$ cat src/design/gaq_pkg.sv
// shared types, register indexes, action codes and helpers for the action qualifier
`timescale 1ns / 1ps

package gaq_pkg;

    localparam int BUTTON_COUNT_DEF = 21;
    localparam int QUEUE_DEPTH_DEF  = 4;

    localparam int CFG_INDEX_W = 3;
    localparam int CFG_DATA_W  = 16;

    localparam logic [CFG_INDEX_W-1:0] CFG_STICK_ENGAGE    = 3'd0;
    localparam logic [CFG_INDEX_W-1:0] CFG_STICK_RELEASE   = 3'd1;
    localparam logic [CFG_INDEX_W-1:0] CFG_REPEAT_DELAY    = 3'd2;
    localparam logic [CFG_INDEX_W-1:0] CFG_REPEAT_INTERVAL = 3'd3;
    localparam logic [CFG_INDEX_W-1:0] CFG_BACK_INDEX      = 3'd4;
    localparam logic [CFG_INDEX_W-1:0] CFG_CONFIRM_INDEX   = 3'd5;
    localparam logic [CFG_INDEX_W-1:0] CFG_ENABLED         = 3'd6;

    localparam logic [15:0] RST_STICK_ENGAGE    = 16'd16384;
    localparam logic [15:0] RST_STICK_RELEASE   = 16'd8192;
    localparam logic [15:0] RST_REPEAT_DELAY    = 16'd400;
    localparam logic [15:0] RST_REPEAT_INTERVAL = 16'd120;
    localparam logic [4:0]  RST_BACK_INDEX      = 5'd1;
    localparam logic [4:0]  RST_CONFIRM_INDEX   = 5'd0;

    localparam logic [3:0] ACT_UP        = 4'd0;
    localparam logic [3:0] ACT_DOWN      = 4'd1;
    localparam logic [3:0] ACT_LEFT      = 4'd2;
    localparam logic [3:0] ACT_RIGHT     = 4'd3;
    localparam logic [3:0] ACT_CONFIRM   = 4'd4;
    localparam logic [3:0] ACT_BACK      = 4'd5;
    localparam logic [3:0] ACT_MENU      = 4'd6;
    localparam logic [3:0] ACT_HOME      = 4'd7;
    localparam logic [3:0] ACT_PREVPAGE  = 4'd8;
    localparam logic [3:0] ACT_NEXTPAGE  = 4'd9;
    localparam logic [3:0] ACT_PREVFACE  = 4'd10;
    localparam logic [3:0] ACT_NEXTFACE  = 4'd11;
    localparam logic [3:0] ACT_LOCAL     = 4'd12;
    localparam logic [3:0] ACT_TOGGLE    = 4'd13;
    localparam logic [3:0] ACT_SECONDARY = 4'd14;

    localparam logic [2:0] DIR_UP    = 3'd0;
    localparam logic [2:0] DIR_DOWN  = 3'd1;
    localparam logic [2:0] DIR_LEFT  = 3'd2;
    localparam logic [2:0] DIR_RIGHT = 3'd3;
    localparam logic [2:0] DIR_NONE  = 3'd7;

    // fixed button bits
    localparam logic [4:0] BTN_X         = 5'd2;
    localparam logic [4:0] BTN_Y         = 5'd3;
    localparam logic [4:0] BTN_BACK      = 5'd4;
    localparam logic [4:0] BTN_GUIDE     = 5'd5;
    localparam logic [4:0] BTN_START     = 5'd6;
    localparam logic [4:0] BTN_LSHOULDER = 5'd9;
    localparam logic [4:0] BTN_RSHOULDER = 5'd10;
    localparam logic [4:0] BTN_DPAD_UP   = 5'd11;
    localparam logic [4:0] BTN_DPAD_DOWN = 5'd12;
    localparam logic [4:0] BTN_DPAD_LEFT = 5'd13;
    localparam logic [4:0] BTN_DPAD_RIGHT = 5'd14;

    // fire mask positions in emission order: nine buttons, two triggers, direction
    localparam int FIRE_W  = 12;
    localparam int FIRE_PW = 4;
    localparam logic [FIRE_PW-1:0] POS_PREVPAGE  = 4'd0;
    localparam logic [FIRE_PW-1:0] POS_NEXTPAGE  = 4'd1;
    localparam logic [FIRE_PW-1:0] POS_MENU      = 4'd2;
    localparam logic [FIRE_PW-1:0] POS_HOME      = 4'd3;
    localparam logic [FIRE_PW-1:0] POS_LOCAL     = 4'd4;
    localparam logic [FIRE_PW-1:0] POS_BACK      = 4'd5;
    localparam logic [FIRE_PW-1:0] POS_TOGGLE    = 4'd6;
    localparam logic [FIRE_PW-1:0] POS_SECONDARY = 4'd7;
    localparam logic [FIRE_PW-1:0] POS_CONFIRM   = 4'd8;
    localparam logic [FIRE_PW-1:0] POS_PREVFACE  = 4'd9;
    localparam logic [FIRE_PW-1:0] POS_NEXTFACE  = 4'd10;
    localparam logic [FIRE_PW-1:0] POS_DIR       = 4'd11;

    typedef struct packed {
        logic signed [15:0] stick_x;
        logic signed [15:0] stick_y;
        logic [14:0]        trigger_left;
        logic [14:0]        trigger_right;
        logic               attached;
        logic [31:0]        now_ms;
    } tick_t;

    typedef struct packed {
        logic [FIRE_W-1:0] fire;
        logic [1:0]        dir;
        logic              gate;
    } entry_t;

    function automatic logic [3:0] code_of(input logic [FIRE_PW-1:0] pos, input logic [1:0] dir);
        logic [3:0] code;
        unique case (pos)
            POS_PREVPAGE:  code = ACT_PREVPAGE;
            POS_NEXTPAGE:  code = ACT_NEXTPAGE;
            POS_MENU:      code = ACT_MENU;
            POS_HOME:      code = ACT_HOME;
            POS_LOCAL:     code = ACT_LOCAL;
            POS_BACK:      code = ACT_BACK;
            POS_TOGGLE:    code = ACT_TOGGLE;
            POS_SECONDARY: code = ACT_SECONDARY;
            POS_CONFIRM:   code = ACT_CONFIRM;
            POS_PREVFACE:  code = ACT_PREVFACE;
            POS_NEXTFACE:  code = ACT_NEXTFACE;
            default:       code = {2'b00, dir};
        endcase
        return code;
    endfunction

endpackage

$ cat src/design/gaq_front.sv
// front end: configuration registers, tick state and classification into fire masks
`timescale 1ns / 1ps

module gaq_front
    import gaq_pkg::*;
#(
    parameter int BUTTON_COUNT = BUTTON_COUNT_DEF
)
(
    input  logic                    clk,
    input  logic                    rst_n,
    input  logic                    cfg_write,
    input  logic [CFG_INDEX_W-1:0]  cfg_index,
    input  logic [CFG_DATA_W-1:0]   cfg_data,
    input  logic                    tick_accept,
    input  logic [BUTTON_COUNT-1:0] button_bits,
    input  tick_t                   tick,
    output logic                    push,
    output entry_t                  push_entry
);

    logic [15:0] stick_engage_reg;
    logic [15:0] stick_release_reg;
    logic [15:0] repeat_delay_reg;
    logic [15:0] repeat_interval_reg;
    logic [4:0]  back_index_reg;
    logic [4:0]  confirm_index_reg;
    logic        enabled_reg;

    logic [BUTTON_COUNT-1:0] prev_buttons_reg, prev_buttons_next;
    logic [1:0]              trig_pressed_reg, trig_pressed_next;
    logic [2:0]              held_dir_reg, held_dir_next;
    logic [31:0]             next_repeat_reg, next_repeat_next;
    logic                    gate_reg, gate_next;
    logic                    was_attached_reg, was_attached_next;

    logic [31:0]       cur_bits;
    logic [31:0]       old_bits;
    logic [16:0]       mag_x;
    logic [16:0]       mag_y;
    logic [16:0]       release_lvl;
    logic [16:0]       engage_lvl;
    logic [16:0]       dir_thr;
    logic              neutral;
    logic [FIRE_W-1:0] fire;
    logic [2:0]        cur_dir;
    logic [1:0]        trig_now;
    logic [31:0]       repeat_gap;

    function automatic logic bit_at(input logic [31:0] bits, input logic [4:0] idx);
        return (32'(idx) < 32'(BUTTON_COUNT)) ? bits[idx] : 1'b0;
    endfunction

    function automatic logic [16:0] magnitude(input logic signed [15:0] raw);
        logic [15:0] v;
        v = unsigned'(raw);
        return v[15] ? (17'h10000 - {1'b0, v}) : {1'b0, v};
    endfunction

    assign cur_bits    = 32'(button_bits);
    assign old_bits    = 32'(prev_buttons_reg);
    assign mag_x       = magnitude(tick.stick_x);
    assign mag_y       = magnitude(tick.stick_y);
    assign release_lvl = {1'b0, stick_release_reg};
    assign engage_lvl  = {1'b0, stick_engage_reg};
    assign dir_thr     = (held_dir_reg != DIR_NONE) ? release_lvl : engage_lvl;
    assign repeat_gap  = tick.now_ms - next_repeat_reg;

    assign neutral = (button_bits == '0) && (mag_x < release_lvl) && (mag_y < release_lvl)
                     && ({2'b00, tick.trigger_left} < release_lvl)
                     && ({2'b00, tick.trigger_right} < release_lvl);

    // trigger hysteresis
    always_comb
    begin
        trig_now[0] = {2'b00, tick.trigger_left}
                      >= (trig_pressed_reg[0] ? release_lvl : engage_lvl);
        trig_now[1] = {2'b00, tick.trigger_right}
                      >= (trig_pressed_reg[1] ? release_lvl : engage_lvl);
    end

    // direction pick, d-pad first
    always_comb
    begin
        priority if (bit_at(cur_bits, BTN_DPAD_UP))
            cur_dir = DIR_UP;
        else if (bit_at(cur_bits, BTN_DPAD_DOWN))
            cur_dir = DIR_DOWN;
        else if (bit_at(cur_bits, BTN_DPAD_LEFT))
            cur_dir = DIR_LEFT;
        else if (bit_at(cur_bits, BTN_DPAD_RIGHT))
            cur_dir = DIR_RIGHT;
        else if ((mag_x < dir_thr) && (mag_y < dir_thr))
            cur_dir = DIR_NONE;
        else if (mag_x > mag_y)
            cur_dir = tick.stick_x[15] ? DIR_LEFT : DIR_RIGHT;
        else
            cur_dir = tick.stick_y[15] ? DIR_UP : DIR_DOWN;
    end

    always_comb
    begin
        fire = '0;
        fire[POS_PREVPAGE]  = bit_at(cur_bits, BTN_LSHOULDER) & ~bit_at(old_bits, BTN_LSHOULDER);
        fire[POS_NEXTPAGE]  = bit_at(cur_bits, BTN_RSHOULDER) & ~bit_at(old_bits, BTN_RSHOULDER);
        fire[POS_MENU]      = bit_at(cur_bits, BTN_START) & ~bit_at(old_bits, BTN_START);
        fire[POS_HOME]      = bit_at(cur_bits, BTN_GUIDE) & ~bit_at(old_bits, BTN_GUIDE);
        fire[POS_LOCAL]     = bit_at(cur_bits, BTN_BACK) & ~bit_at(old_bits, BTN_BACK);
        fire[POS_BACK]      = bit_at(cur_bits, back_index_reg)
                              & ~bit_at(old_bits, back_index_reg);
        fire[POS_TOGGLE]    = bit_at(cur_bits, BTN_X) & ~bit_at(old_bits, BTN_X);
        fire[POS_SECONDARY] = bit_at(cur_bits, BTN_Y) & ~bit_at(old_bits, BTN_Y);
        fire[POS_CONFIRM]   = bit_at(cur_bits, confirm_index_reg)
                              & ~bit_at(old_bits, confirm_index_reg);
        fire[POS_PREVFACE]  = trig_now[0] & ~trig_pressed_reg[0];
        fire[POS_NEXTFACE]  = trig_now[1] & ~trig_pressed_reg[1];
        if (cur_dir != held_dir_reg)
            fire[POS_DIR] = (cur_dir != DIR_NONE);
        else
            fire[POS_DIR] = (cur_dir != DIR_NONE) && !repeat_gap[31];
    end

    always_comb
    begin
        prev_buttons_next = prev_buttons_reg;
        trig_pressed_next = trig_pressed_reg;
        held_dir_next     = held_dir_reg;
        next_repeat_next  = next_repeat_reg;
        gate_next         = gate_reg;
        was_attached_next = was_attached_reg;
        push              = 1'b0;
        if (tick_accept)
        begin
            was_attached_next = tick.attached;
            if (was_attached_reg && !tick.attached)
            begin
                gate_next         = 1'b1;
                held_dir_next     = DIR_NONE;
                prev_buttons_next = '0;
                trig_pressed_next = '0;
            end
            else if (tick.attached && enabled_reg && (!gate_reg || neutral))
            begin
                gate_next         = 1'b0;
                prev_buttons_next = button_bits;
                trig_pressed_next = trig_now;
                if (cur_dir != held_dir_reg)
                begin
                    held_dir_next    = cur_dir;
                    next_repeat_next = tick.now_ms + {16'h0000, repeat_delay_reg};
                end
                else if (fire[POS_DIR])
                    next_repeat_next = tick.now_ms + {16'h0000, repeat_interval_reg};
                push = (fire != '0);
            end
        end
        // enabled change arms the gate and drops held state
        if (cfg_write && (cfg_index == CFG_ENABLED) && (cfg_data[0] != enabled_reg))
        begin
            gate_next         = 1'b1;
            held_dir_next     = DIR_NONE;
            prev_buttons_next = '0;
            trig_pressed_next = '0;
        end
    end

    assign push_entry.fire = fire;
    assign push_entry.dir  = cur_dir[1:0];
    assign push_entry.gate = gate_next;

    always_ff @(posedge clk or negedge rst_n)
    begin
        if (!rst_n)
        begin
            stick_engage_reg    <= RST_STICK_ENGAGE;
            stick_release_reg   <= RST_STICK_RELEASE;
            repeat_delay_reg    <= RST_REPEAT_DELAY;
            repeat_interval_reg <= RST_REPEAT_INTERVAL;
            back_index_reg      <= RST_BACK_INDEX;
            confirm_index_reg   <= RST_CONFIRM_INDEX;
            enabled_reg         <= 1'b1;
        end
        else if (cfg_write)
        begin
            unique case (cfg_index)
                CFG_STICK_ENGAGE:    stick_engage_reg    <= cfg_data;
                CFG_STICK_RELEASE:   stick_release_reg   <= cfg_data;
                CFG_REPEAT_DELAY:    repeat_delay_reg    <= cfg_data;
                CFG_REPEAT_INTERVAL: repeat_interval_reg <= cfg_data;
                CFG_BACK_INDEX:      back_index_reg      <= cfg_data[4:0];
                CFG_CONFIRM_INDEX:   confirm_index_reg   <= cfg_data[4:0];
                CFG_ENABLED:         enabled_reg         <= cfg_data[0];
                default:             ;
            endcase
        end
    end

    always_ff @(posedge clk or negedge rst_n)
    begin
        if (!rst_n)
        begin
            prev_buttons_reg <= '0;
            trig_pressed_reg <= '0;
            held_dir_reg     <= DIR_NONE;
            next_repeat_reg  <= '0;
            gate_reg         <= 1'b1;
            was_attached_reg <= 1'b0;
        end
        else
        begin
            prev_buttons_reg <= prev_buttons_next;
            trig_pressed_reg <= trig_pressed_next;
            held_dir_reg     <= held_dir_next;
            next_repeat_reg  <= next_repeat_next;
            gate_reg         <= gate_next;
            was_attached_reg <= was_attached_next;
        end
    end

endmodule

$ cat src/design/gaq_queue.sv
// short queue of classified ticks between front and back
`timescale 1ns / 1ps

module gaq_queue
    import gaq_pkg::*;
#(
    parameter int QUEUE_DEPTH = QUEUE_DEPTH_DEF
)
(
    input  logic   clk,
    input  logic   rst_n,
    input  logic   push,
    input  entry_t push_entry,
    output logic   full,
    input  logic   pop,
    output logic   not_empty,
    output entry_t pop_entry
);

    localparam int AW = (QUEUE_DEPTH > 1) ? $clog2(QUEUE_DEPTH) : 1;
    localparam int CW = $clog2(QUEUE_DEPTH + 1);
    localparam logic [AW-1:0] LAST_SLOT = AW'(QUEUE_DEPTH - 1);
    localparam logic [CW-1:0] DEPTH_CNT = CW'(QUEUE_DEPTH);

    entry_t        slots[QUEUE_DEPTH];
    logic [AW-1:0] wr_ptr_reg, wr_ptr_next;
    logic [AW-1:0] rd_ptr_reg, rd_ptr_next;
    logic [CW-1:0] count_reg, count_next;
    logic          do_push;
    logic          do_pop;

    assign full      = (count_reg == DEPTH_CNT);
    assign not_empty = (count_reg != '0);
    assign do_push   = push && !full;
    assign do_pop    = pop && not_empty;
    assign pop_entry = slots[rd_ptr_reg];

    always_comb
    begin
        wr_ptr_next = wr_ptr_reg;
        rd_ptr_next = rd_ptr_reg;
        count_next  = count_reg;
        if (do_push)
            wr_ptr_next = (wr_ptr_reg == LAST_SLOT) ? '0 : wr_ptr_reg + 1'b1;
        if (do_pop)
            rd_ptr_next = (rd_ptr_reg == LAST_SLOT) ? '0 : rd_ptr_reg + 1'b1;
        if (do_push && !do_pop)
            count_next = count_reg + 1'b1;
        else if (do_pop && !do_push)
            count_next = count_reg - 1'b1;
    end

    always_ff @(posedge clk)
    begin
        if (do_push)
            slots[wr_ptr_reg] <= push_entry;
    end

    always_ff @(posedge clk or negedge rst_n)
    begin
        if (!rst_n)
        begin
            wr_ptr_reg <= '0;
            rd_ptr_reg <= '0;
            count_reg  <= '0;
        end
        else
        begin
            wr_ptr_reg <= wr_ptr_next;
            rd_ptr_reg <= rd_ptr_next;
            count_reg  <= count_next;
        end
    end

endmodule

$ cat src/design/gaq_back.sv
// back end: walks each fire mask in order and emits one action a cycle while the output is not stalled
`timescale 1ns / 1ps

module gaq_back
    import gaq_pkg::*;
(
    input  logic       clk,
    input  logic       rst_n,
    input  logic       q_not_empty,
    input  entry_t     q_entry,
    output logic       q_pop,
    output logic       out_valid,
    input  logic       out_ready,
    output logic [3:0] out_code,
    output logic       out_gate,
    output logic       out_last
);

    logic [FIRE_W-1:0]  mask_reg, mask_next;
    logic [1:0]         dir_reg;
    logic               gate_reg;
    logic               out_valid_reg, out_valid_next;
    logic [3:0]         code_reg;
    logic               last_reg;
    logic               out_gate_reg;
    logic               advance;
    logic               emit;
    logic [FIRE_W-1:0]  low_bit;
    logic [FIRE_W-1:0]  mask_after;
    logic [FIRE_PW-1:0] low_pos;

    assign advance    = !out_valid_reg || out_ready;
    assign emit       = advance && (mask_reg != '0);
    assign low_bit    = mask_reg & (~mask_reg + 1'b1);
    assign mask_after = emit ? (mask_reg & ~low_bit) : mask_reg;
    assign q_pop      = q_not_empty && (mask_after == '0);
    assign mask_next  = q_pop ? q_entry.fire : mask_after;

    always_comb
    begin
        low_pos = '0;
        for (int i = 0; i < FIRE_W; i++)
        begin
            if (low_bit[i])
                low_pos = low_pos | FIRE_PW'(i);
        end
    end

    always_comb
    begin
        out_valid_next = out_valid_reg;
        if (emit)
            out_valid_next = 1'b1;
        else if (out_ready)
            out_valid_next = 1'b0;
    end

    always_ff @(posedge clk)
    begin
        if (q_pop)
        begin
            dir_reg  <= q_entry.dir;
            gate_reg <= q_entry.gate;
        end
        if (emit)
        begin
            code_reg     <= code_of(low_pos, dir_reg);
            last_reg     <= (mask_after == '0);
            out_gate_reg <= gate_reg;
        end
    end

    always_ff @(posedge clk or negedge rst_n)
    begin
        if (!rst_n)
        begin
            mask_reg      <= '0;
            out_valid_reg <= 1'b0;
        end
        else
        begin
            mask_reg      <= mask_next;
            out_valid_reg <= out_valid_next;
        end
    end

    assign out_valid = out_valid_reg;
    assign out_code  = code_reg;
    assign out_gate  = out_gate_reg;
    assign out_last  = last_reg;

endmodule

$ cat src/design/gamepad_action_qualifier.sv
// a tick accepted is written to the queue, loaded into the back end's mask, then its first action is registered
// one tick a cycle into the front while the queue is not full, one action a cycle out of the back while not stalled
// a tick with k actions, at most twelve, holds the back until all k are emitted; the queue absorbs bursts
// ticks are refused while the queue is full, behind a busy or stalled back end
// reset: registers return to their defaults, gate armed, queue and output empty
`timescale 1ns / 1ps

module gamepad_action_qualifier
    import gaq_pkg::*;
#(
    parameter int BUTTON_COUNT = BUTTON_COUNT_DEF,
    parameter int QUEUE_DEPTH  = QUEUE_DEPTH_DEF
)
(
    input  logic                   clk,
    input  logic                   rst_n,
    input  logic                   s_axis_tvalid,
    output logic                   s_axis_tready,
    // button_bits, stick_x, stick_y, trigger_left, trigger_right, now_ms, zero fill
    input  logic [((BUTTON_COUNT+94+7)/8)*8-1:0] s_axis_tdata,
    // attached
    input  logic                   s_axis_tuser,
    output logic                   m_axis_tvalid,
    input  logic                   m_axis_tready,
    // action_code, zero fill
    output logic [7:0]             m_axis_tdata,
    // awaiting_neutral
    output logic                   m_axis_tuser,
    output logic                   m_axis_tlast,
    input  logic                   cfg_valid,
    output logic                   cfg_ready,
    input  logic [CFG_INDEX_W-1:0] cfg_index,
    input  logic [CFG_DATA_W-1:0]  cfg_data
);

    localparam int OFS_SX  = BUTTON_COUNT;
    localparam int OFS_SY  = OFS_SX + 16;
    localparam int OFS_TL  = OFS_SY + 16;
    localparam int OFS_TR  = OFS_TL + 15;
    localparam int OFS_NOW = OFS_TR + 15;

    logic                    tick_accept;
    logic [BUTTON_COUNT-1:0] button_bits;
    tick_t                   tick;
    logic                    push;
    entry_t                  push_entry;
    logic                    q_full;
    logic                    q_pop;
    logic                    q_not_empty;
    entry_t                  q_entry;
    logic [3:0]              out_code;

    assign cfg_ready     = 1'b1;
    assign s_axis_tready = !q_full;
    assign tick_accept   = s_axis_tvalid && s_axis_tready;

    assign button_bits        = s_axis_tdata[BUTTON_COUNT-1:0];
    assign tick.stick_x       = signed'(s_axis_tdata[OFS_SX +: 16]);
    assign tick.stick_y       = signed'(s_axis_tdata[OFS_SY +: 16]);
    assign tick.trigger_left  = s_axis_tdata[OFS_TL +: 15];
    assign tick.trigger_right = s_axis_tdata[OFS_TR +: 15];
    assign tick.now_ms        = s_axis_tdata[OFS_NOW +: 32];
    assign tick.attached      = s_axis_tuser;

    gaq_front #(
        .BUTTON_COUNT (BUTTON_COUNT)
    ) u_front (
        .clk         (clk),
        .rst_n       (rst_n),
        .cfg_write   (cfg_valid && cfg_ready),
        .cfg_index   (cfg_index),
        .cfg_data    (cfg_data),
        .tick_accept (tick_accept),
        .button_bits (button_bits),
        .tick        (tick),
        .push        (push),
        .push_entry  (push_entry)
    );

    gaq_queue #(
        .QUEUE_DEPTH (QUEUE_DEPTH)
    ) u_queue (
        .clk        (clk),
        .rst_n      (rst_n),
        .push       (push),
        .push_entry (push_entry),
        .full       (q_full),
        .pop        (q_pop),
        .not_empty  (q_not_empty),
        .pop_entry  (q_entry)
    );

    gaq_back u_back (
        .clk         (clk),
        .rst_n       (rst_n),
        .q_not_empty (q_not_empty),
        .q_entry     (q_entry),
        .q_pop       (q_pop),
        .out_valid   (m_axis_tvalid),
        .out_ready   (m_axis_tready),
        .out_code    (out_code),
        .out_gate    (m_axis_tuser),
        .out_last    (m_axis_tlast)
    );

    assign m_axis_tdata = {4'b0000, out_code};

endmodule

$ cat config.mk
export PLATFORM = sky130hd
export DESIGN_NAME = gamepad_action_qualifier
export DESIGN_NICKNAME = d
export VERILOG_FILES = /design/src/design/gaq_pkg.sv /design/src/design/gaq_front.sv /design/src/design/gaq_queue.sv /design/src/design/gaq_back.sv /design/src/design/gamepad_action_qualifier.sv
export SDC_FILE = /design/constraint.sdc
export NUM_CORES = 1
export LEC_CHECK = 0
export BUFFER_PORTS_ARGS = -buffer_cell sky130_fd_sc_hd__buf_2
export CAP_MARGIN = 20
export CORE_UTILIZATION = 45
export DETAILED_ROUTE_END_ITERATION = 12
export PLACE_DENSITY = 0.66
export SYNTH_ARGS = -nofsm -noshare
export SYNTH_HDL_FRONTEND = slang
export SYNTH_HIERARCHICAL = 1
export SYNTH_SLANG_ARGS = --single-unit
$ cat constraint.sdc
create_clock -name clk -period 6.1 [get_ports clk]
set_input_delay 0.305 -clock clk [delete_from_list [all_inputs] [get_ports clk]]
set_output_delay 0.305 -clock clk [all_outputs]
set_load 0.02 [all_outputs]
# After elaboration in Yosys (flattened, before gate mapping)
# Memories as Yosys holds them, arrays and structs flattened.
# Index checks and enable logic that the tools add are counted.
# W data, S select, Z words.
word_totals:
  register_bits: 164
  latch_bits: 0
  ram_bits: 60
  rom_bits: 0
  inputBits: 145
  out_inout_bits: 13
  n_memories: 1
memory_table:
  columns: ["name", "words", "width", "read_ports", "rd_ports_with_merged_regs", "write_ports", "line", "source"]
  rows:
  - ["u_queue.slots", 4, 15, 1, 0, 1, "gaq_queue.sv:25", "entry_t slots[QUEUE_DEPTH];"]
op_classes:
  n_addsub: 10
  mul: 0
  n_div: 0
  magnitude_cmp: 13
  eq_ne: 23
  n_shift: 0
  mux: 70
  n_bitwise: 27
  reduce_logical: 50
ops:
  columns: ["cell", "n"]
  rows:
  - ["$mux W21", 4]
  - ["$add A32 B16 Y32", 2]
  - ["$mux W32", 2]
  - ["$mux W3", 17]
  - ["$mux W16", 3]
  - ["$pmux W4 S11", 1]
  - ["$ge A15 B17 Y1", 2]
  - ["$lt A17 B16 Y1", 2]
  - ["$lt A17 B17 Y1", 2]
  - ["$mux W17", 2]
  - ["$sub A17 B16 Y17 const A", 2]
  - ["$lt A15 B16 Y1", 2]
  - ["$sub A32 B32 Y32", 1]
  - ["$and A12 B12 Y12", 2]
  - ["$mux W12", 2]
  - ["$not A12 Y12", 2]
  - ["$reduce_bool A12 Y1", 2]
  - ["$mux W1", 23]
  - ["$logic_not A21 Y1", 1]
  - ["$bmux W1 S5", 4]
  - ["$logic_and A1 B1 Y1", 18]
  - ["$gt A17 B17 Y1", 1]
  - ["$eq A4 B3 Y1 const B", 4]
  - ["$mux W2", 8]
  - ["29 further kinds", 84]

# Longest topological paths before layout
depth:
  word_depth: 21
  depth_mapped: 31

# Hierarchy
# The synthesis kept the hierarchy.
by_module_without_submodules:
  columns: ["module", "n_inst", "cells_each", "area_each_um2", "seq_area_each_um2"]
  rows:
  - ["gaq_front", 1, 1266, 11974.0, 3397.0]
  - ["gaq_queue", 1, 116, 2673.8, 1976.9]
  - ["gaq_back", 1, 139, 1410.1, 595.6]
  - ["gamepad_action_qualifier", 1, 9, 55.1, 0.0]

# Least setup slack after synthesis
# OpenSTA, ideal clock, no wires.
synth_path:
  kind: "input to register"
  from: "input port s_axis_tdata[37]"
  to: "register u_front.next_repeat_reg[31]"
  setup_time_ns: 0.125
  arrival_ns: 6.348
  path_slack_ns: -0.373
  cell_stages: 28
  n_path_buf: 1
  cell_sequence: "inv_1 ha_1 nand2_1 or3_1 or4_1 o31ai_1 xnor2_1 inv_1 ha_1 nand2_1 nor4_4 o311ai_2 mux2i_1 and3_1 o41a_1 o31ai_2 nand2_2 buf_6 mux2_1 ha_1 a211oi_1 o21ai_0 a21oi_1 o31ai_1 o41ai_1 nor4b_1 xor2_1 mux2_4"
synth_via:
  elab_chain_len: 14
synth_lines:
  columns: ["element", "line", "source"]
  rows:
  - ["start, declared", "gamepad_action_qualifier.sv:20", "input logic [((BUTTON_COUNT+94+7)/8)*8-1:0] s_axis_tdata,"]
  - ["$sub A17 B16 Y17", "gaq_front.sv:57", "return v[15] ? (17'h10000 - {1'b0, v}) : {1'b0, v};"]
  - ["$mux W17 (*)", "gaq_front.sv:57", null]
  - ["$gt A17 B17 Y1 / $lt A17 B17 Y1 (equally long branches)", "gaq_front.sv:95, gaq_front.sv:93", null]
  - ["$mux W3 / $logic_and A1 B1 Y1 (equally long branches)", "gaq_front.sv:95, gaq_front.sv:93", null]
  - ["$mux W3", "gaq_front.sv:93", "else if ((mag_x < dir_thr) && (mag_y < dir_thr))"]
  - ["$mux W3", "gaq_front.sv:91", "else if (bit_at(cur_bits, BTN_DPAD_RIGHT))"]
  - ["$mux W3", "gaq_front.sv:89", "else if (bit_at(cur_bits, BTN_DPAD_LEFT))"]
  - ["$mux W3", "gaq_front.sv:87", "else if (bit_at(cur_bits, BTN_DPAD_DOWN))"]
  - ["$mux W3", "gaq_front.sv:85", "priority if (bit_at(cur_bits, BTN_DPAD_UP))"]
  - ["$ne A3 B3 Y1", "gaq_front.sv:118, gaq_front.sv:120", null]
  - ["$logic_and A1 B1 Y1", "gaq_front.sv:120", "fire[POS_DIR] = (cur_dir != DIR_NONE) && !repeat_gap[31];"]
  - ["$mux W1", "gaq_front.sv:117", "if (cur_dir != held_dir_reg)"]
  - ["$reduce_bool A2 Y1 (no source line)", null, null]
  - ["$reduce_and A4 Y1 (no source line)", null, null]
  - ["end signal, assigned", "gaq_front.sv:214", "next_repeat_reg <= next_repeat_next;"]
  - ["end, declared", "gaq_front.sv:33", "logic [31:0] next_repeat_reg, next_repeat_next;"]
# Every way passes the cells marked *; elsewhere a longest branch is shown, timed or not.
# A chain may end at the register's enable or synchronous reset.

# Final worst setup path
# Same ends and word-level chain as after synthesis.

==> flow_metrics.env <==
export IMPL_drt_initial_drc_count=771
export IMPL_pwr_share_clk=0.219
export IMPL_dieArea_mm2=0.0366
export IMPL_syn_inst=1530
export IMPL_via_per_inst=5.66
export IMPL_yosysSeqAreaShare=0.370
export IMPL_grt_max_degree=92
export IMPL_clkSlewWorstSetupHoldPaths_ns=0.07
export IMPL_tightestPinTransition_ns=0.946
export IMPL_synth_cell_type_count=90
export IMPL_area_growth_pct=19.5
export IMPL_path_max_fanout=6
export IMPL_rows=68
export IMPL_syn_area_per_cell_um2=10.5
export IMPL_cpMaxStageDelayCell="or4_4"
export IMPL_fin_crit_ns=5.99
export IMPL_outcome="finished clean"
export IMPL_largest_reg_flops=60
export IMPL_setup_violations=0
export IMPL_place_area_mm2=0.0179
export IMPL_worstPathArrival_ns=6.39
export IMPL_finClkSkew_ns=0.0280
export IMPL_crit_type="in -> reg"
export IMPL_drc_errors=0
export IMPL_gr_total_overflow=0
export IMPL_num_vias=12700
export IMPL_clk_latency_ns=0.53
export IMPL_tns_ns=0
export IMPL_p_switching_uw=2910
export IMPL_min_path_type="in -> reg"
export IMPL_root_buffer="clkbuf_16"
export IMPL_finalWeightedCongestion=0.942
export IMPL_die_width_um=191
export IMPL_htreeDepth=1
export IMPL_antenna_left=0
export IMPL_drive_gt1_frac=0.277
export IMPL_whs_ns=0.0307
export IMPL_async_reset_ff_frac=0.692
export IMPL_slew_headroom=0.366
export IMPL_first_pass_iters=6
export IMPL_finalCritPeriodShare=0.982
export IMPL_ys_flop_type="dfrtp_1"
export IMPL_required_ns=6.50
export IMPL_antenna_found_initial=5
export IMPL_cts_tree="built"
export IMPL_cap_viol_max_count=0
export IMPL_max_stage_delay_ns=0.47
export IMPL_clockBufferDepth=3
export IMPL_yosys_warnings=6
export IMPL_powerDensity_mw_per_mm2=395
export IMPL_irDropWorstVdd_v=0.000256
export IMPL_finalInstanceArea_mm2=0.0192
export IMPL_seqPwrFrac=0.311
export IMPL_leakagePower_uw=0.00870
export IMPL_end_kind="register"
export IMPL_p_sw_frac=0.382
export IMPL_core_area_mm2=0.0349
export IMPL_rsz0062_at_grt="yes"
export IMPL_gr_usage_all_layers=0.228
export IMPL_initial_core_util=0.462
export IMPL_port_buffers=147
export IMPL_final_util=0.552
export IMPL_hpwlAfterDp_mm=32.0
export IMPL_drt_wl_total_mm=41.8
export IMPL_clock_sinks=224
export IMPL_cts_buffers=26
export IMPL_final_max_slew_viol_count=0
export IMPL_combPwrFrac=0.470
export IMPL_synth_area_mm2=0.0161
export IMPL_grt_pass1_vias=12500
export IMPL_fmax_mhz=167
export IMPL_die_h_um=191
export IMPL_grt_pass1_wl_mm=65.9
export IMPL_critPathLaunchType="primary input"
export IMPL_layout_nets=2095
export IMPL_nFillCells=3053
export IMPL_ioPinCount=158
export IMPL_final_hold_viol_count=0
export IMPL_synth_edf_count=69
export IMPL_ys_ff_latch=224
export IMPL_wl_per_cell_um=18.7
export IMPL_p_int_uw=4690
power by group through the flow:
stage                     Sequential, uW  Clock [uW]  Combinational, uW
after floorplan                     2240           0               2610
final                               2360        1670               3570
after CTS                           2380        1700               3400
after global placement              2390           0               3260
after detailed placement            2410           0               3360
after global routing                2420        1770               3960
final timing paths:
path	slack [ns]	depth (start not counted)	endpoint	startpoint
min in group asynchronous	0.38	2	u_front/next_repeat_reg[20]	rst_n
max in group asynchronous	4.31	3	u_back/mask_reg[5]	rst_n
worst min-delay path	0.03	3	u_front/stick_release_reg[11]	cfg_data[11]
worst max-delay path	0.11	31	u_front/next_repeat_reg[31]	s_axis_tdata[37]
worst min register to register	0.42	0	u_back/out_gate	u_back/gate_reg
worst max register to register	0.23	24	u_front/next_repeat_reg[31]	u_front/held_dir_reg[2]
logic make-up after synthesis:
family,Yosys count,synth area share
AND/OR/NAND/NOR,402,0.132
multiplexers,193,0.147
adder cells (fa/ha/maj),192,0.150
other,4,0.000932
XOR/XNOR,59,0.0321
buffers and inverters,157,0.0465
flip-flops,224,0.370
AO/OA/AOI/OAI,299,0.121
synth_stat cells, drive strengths merged, types with 32 or more instances:
cell type / instances / area share
ha: 189 / 0.15
dfrtp: 140 / 0.22
nand2: 120 / 0.029
inv: 103 / 0.024
o21ai: 100 / 0.031
mux2: 89 / 0.064
mux2i: 81 / 0.050
nor2: 71 / 0.017
edfxtp: 69 / 0.13
a21oi: 63 / 0.020
xnor2: 44 / 0.024
nor3: 32 / 0.0099
critical path: cells and delay by family:
kind / cells / cell delay (ns)
buf+inv: 5 / 0.61
xor+xnor: 2 / 0.36
compound gates: 8 / 1.59
simple gates: 10 / 2.03
mux: 3 / 0.74
fa+ha+maj: 3 / 0.72
per-layer routing:
layer | vias to the layer above | share of wire | GRT usage
met5 | - | 0.00057 | 0
met4 | 4 | 0.023 | 0.0604
met3 | 64 | 0.052 | 0.0332
met2 | 318 | 0.47 | 0.377
met1 | 6189 | 0.46 | 0.311
li1 | 6097 | - | -
layout make-up:
type	instances	area, um^2	share of cell area
clock inverter	15	208	0.0108
timing repair buffer	252	1620	0.0839
sequential	224	5970	0.310
antenna	3	7.51	0.000390
multi-input combinational	1152	9770	0.508
inverter	103	392	0.0203
clock buffer	33	718	0.0373
tap	455	569	0.0296
placed cells by master (no fill, tap or decap), types with 15 or more instances in the layout:
master and count:
nand3_1 27, o21ai_0 95, buf_4 98, mux2i_1 81, a21oi_1 59, xnor2_1 42, xor2_1 15, nor3_1 29
nand2_1 116, o31ai_1 17, nand4_1 18, dfrtp_1 140, mux2_2 76, dfstp_2 15, edfxtp_1 69, buf_2 144
ha_1 181, nor2_1 67, a21o_1 21, inv_1 101, mux4_2 20, clkbuf_16 28, nand2b_1 29
metrics by stage:
| stage | total power [uW] | setup WS (ns) | instances |
|---|---|---|---|
| global placement | 5650 | -0.328 | 2178 |
| finish | 7600 | 0.110 | 2237 |
| global route | 8150 | -0.166 | 2234 |
| floorplan | 4850 | 0.00871 | 1533 |
| detailed placement | 5770 | -0.511 | 2179 |
| CTS | 7480 | 0.0114 | 2228 |
timing repair:
item                                   in CTS  in global routing
setup endpoints to repair                   0                 20
endpoints found under the hold margin      83                  0
hold buffers                                1                  0
resized for setup                           0                 62
buffers inserted                            0                  4
No activity file was read; power rests on OpenSTA's default activity.
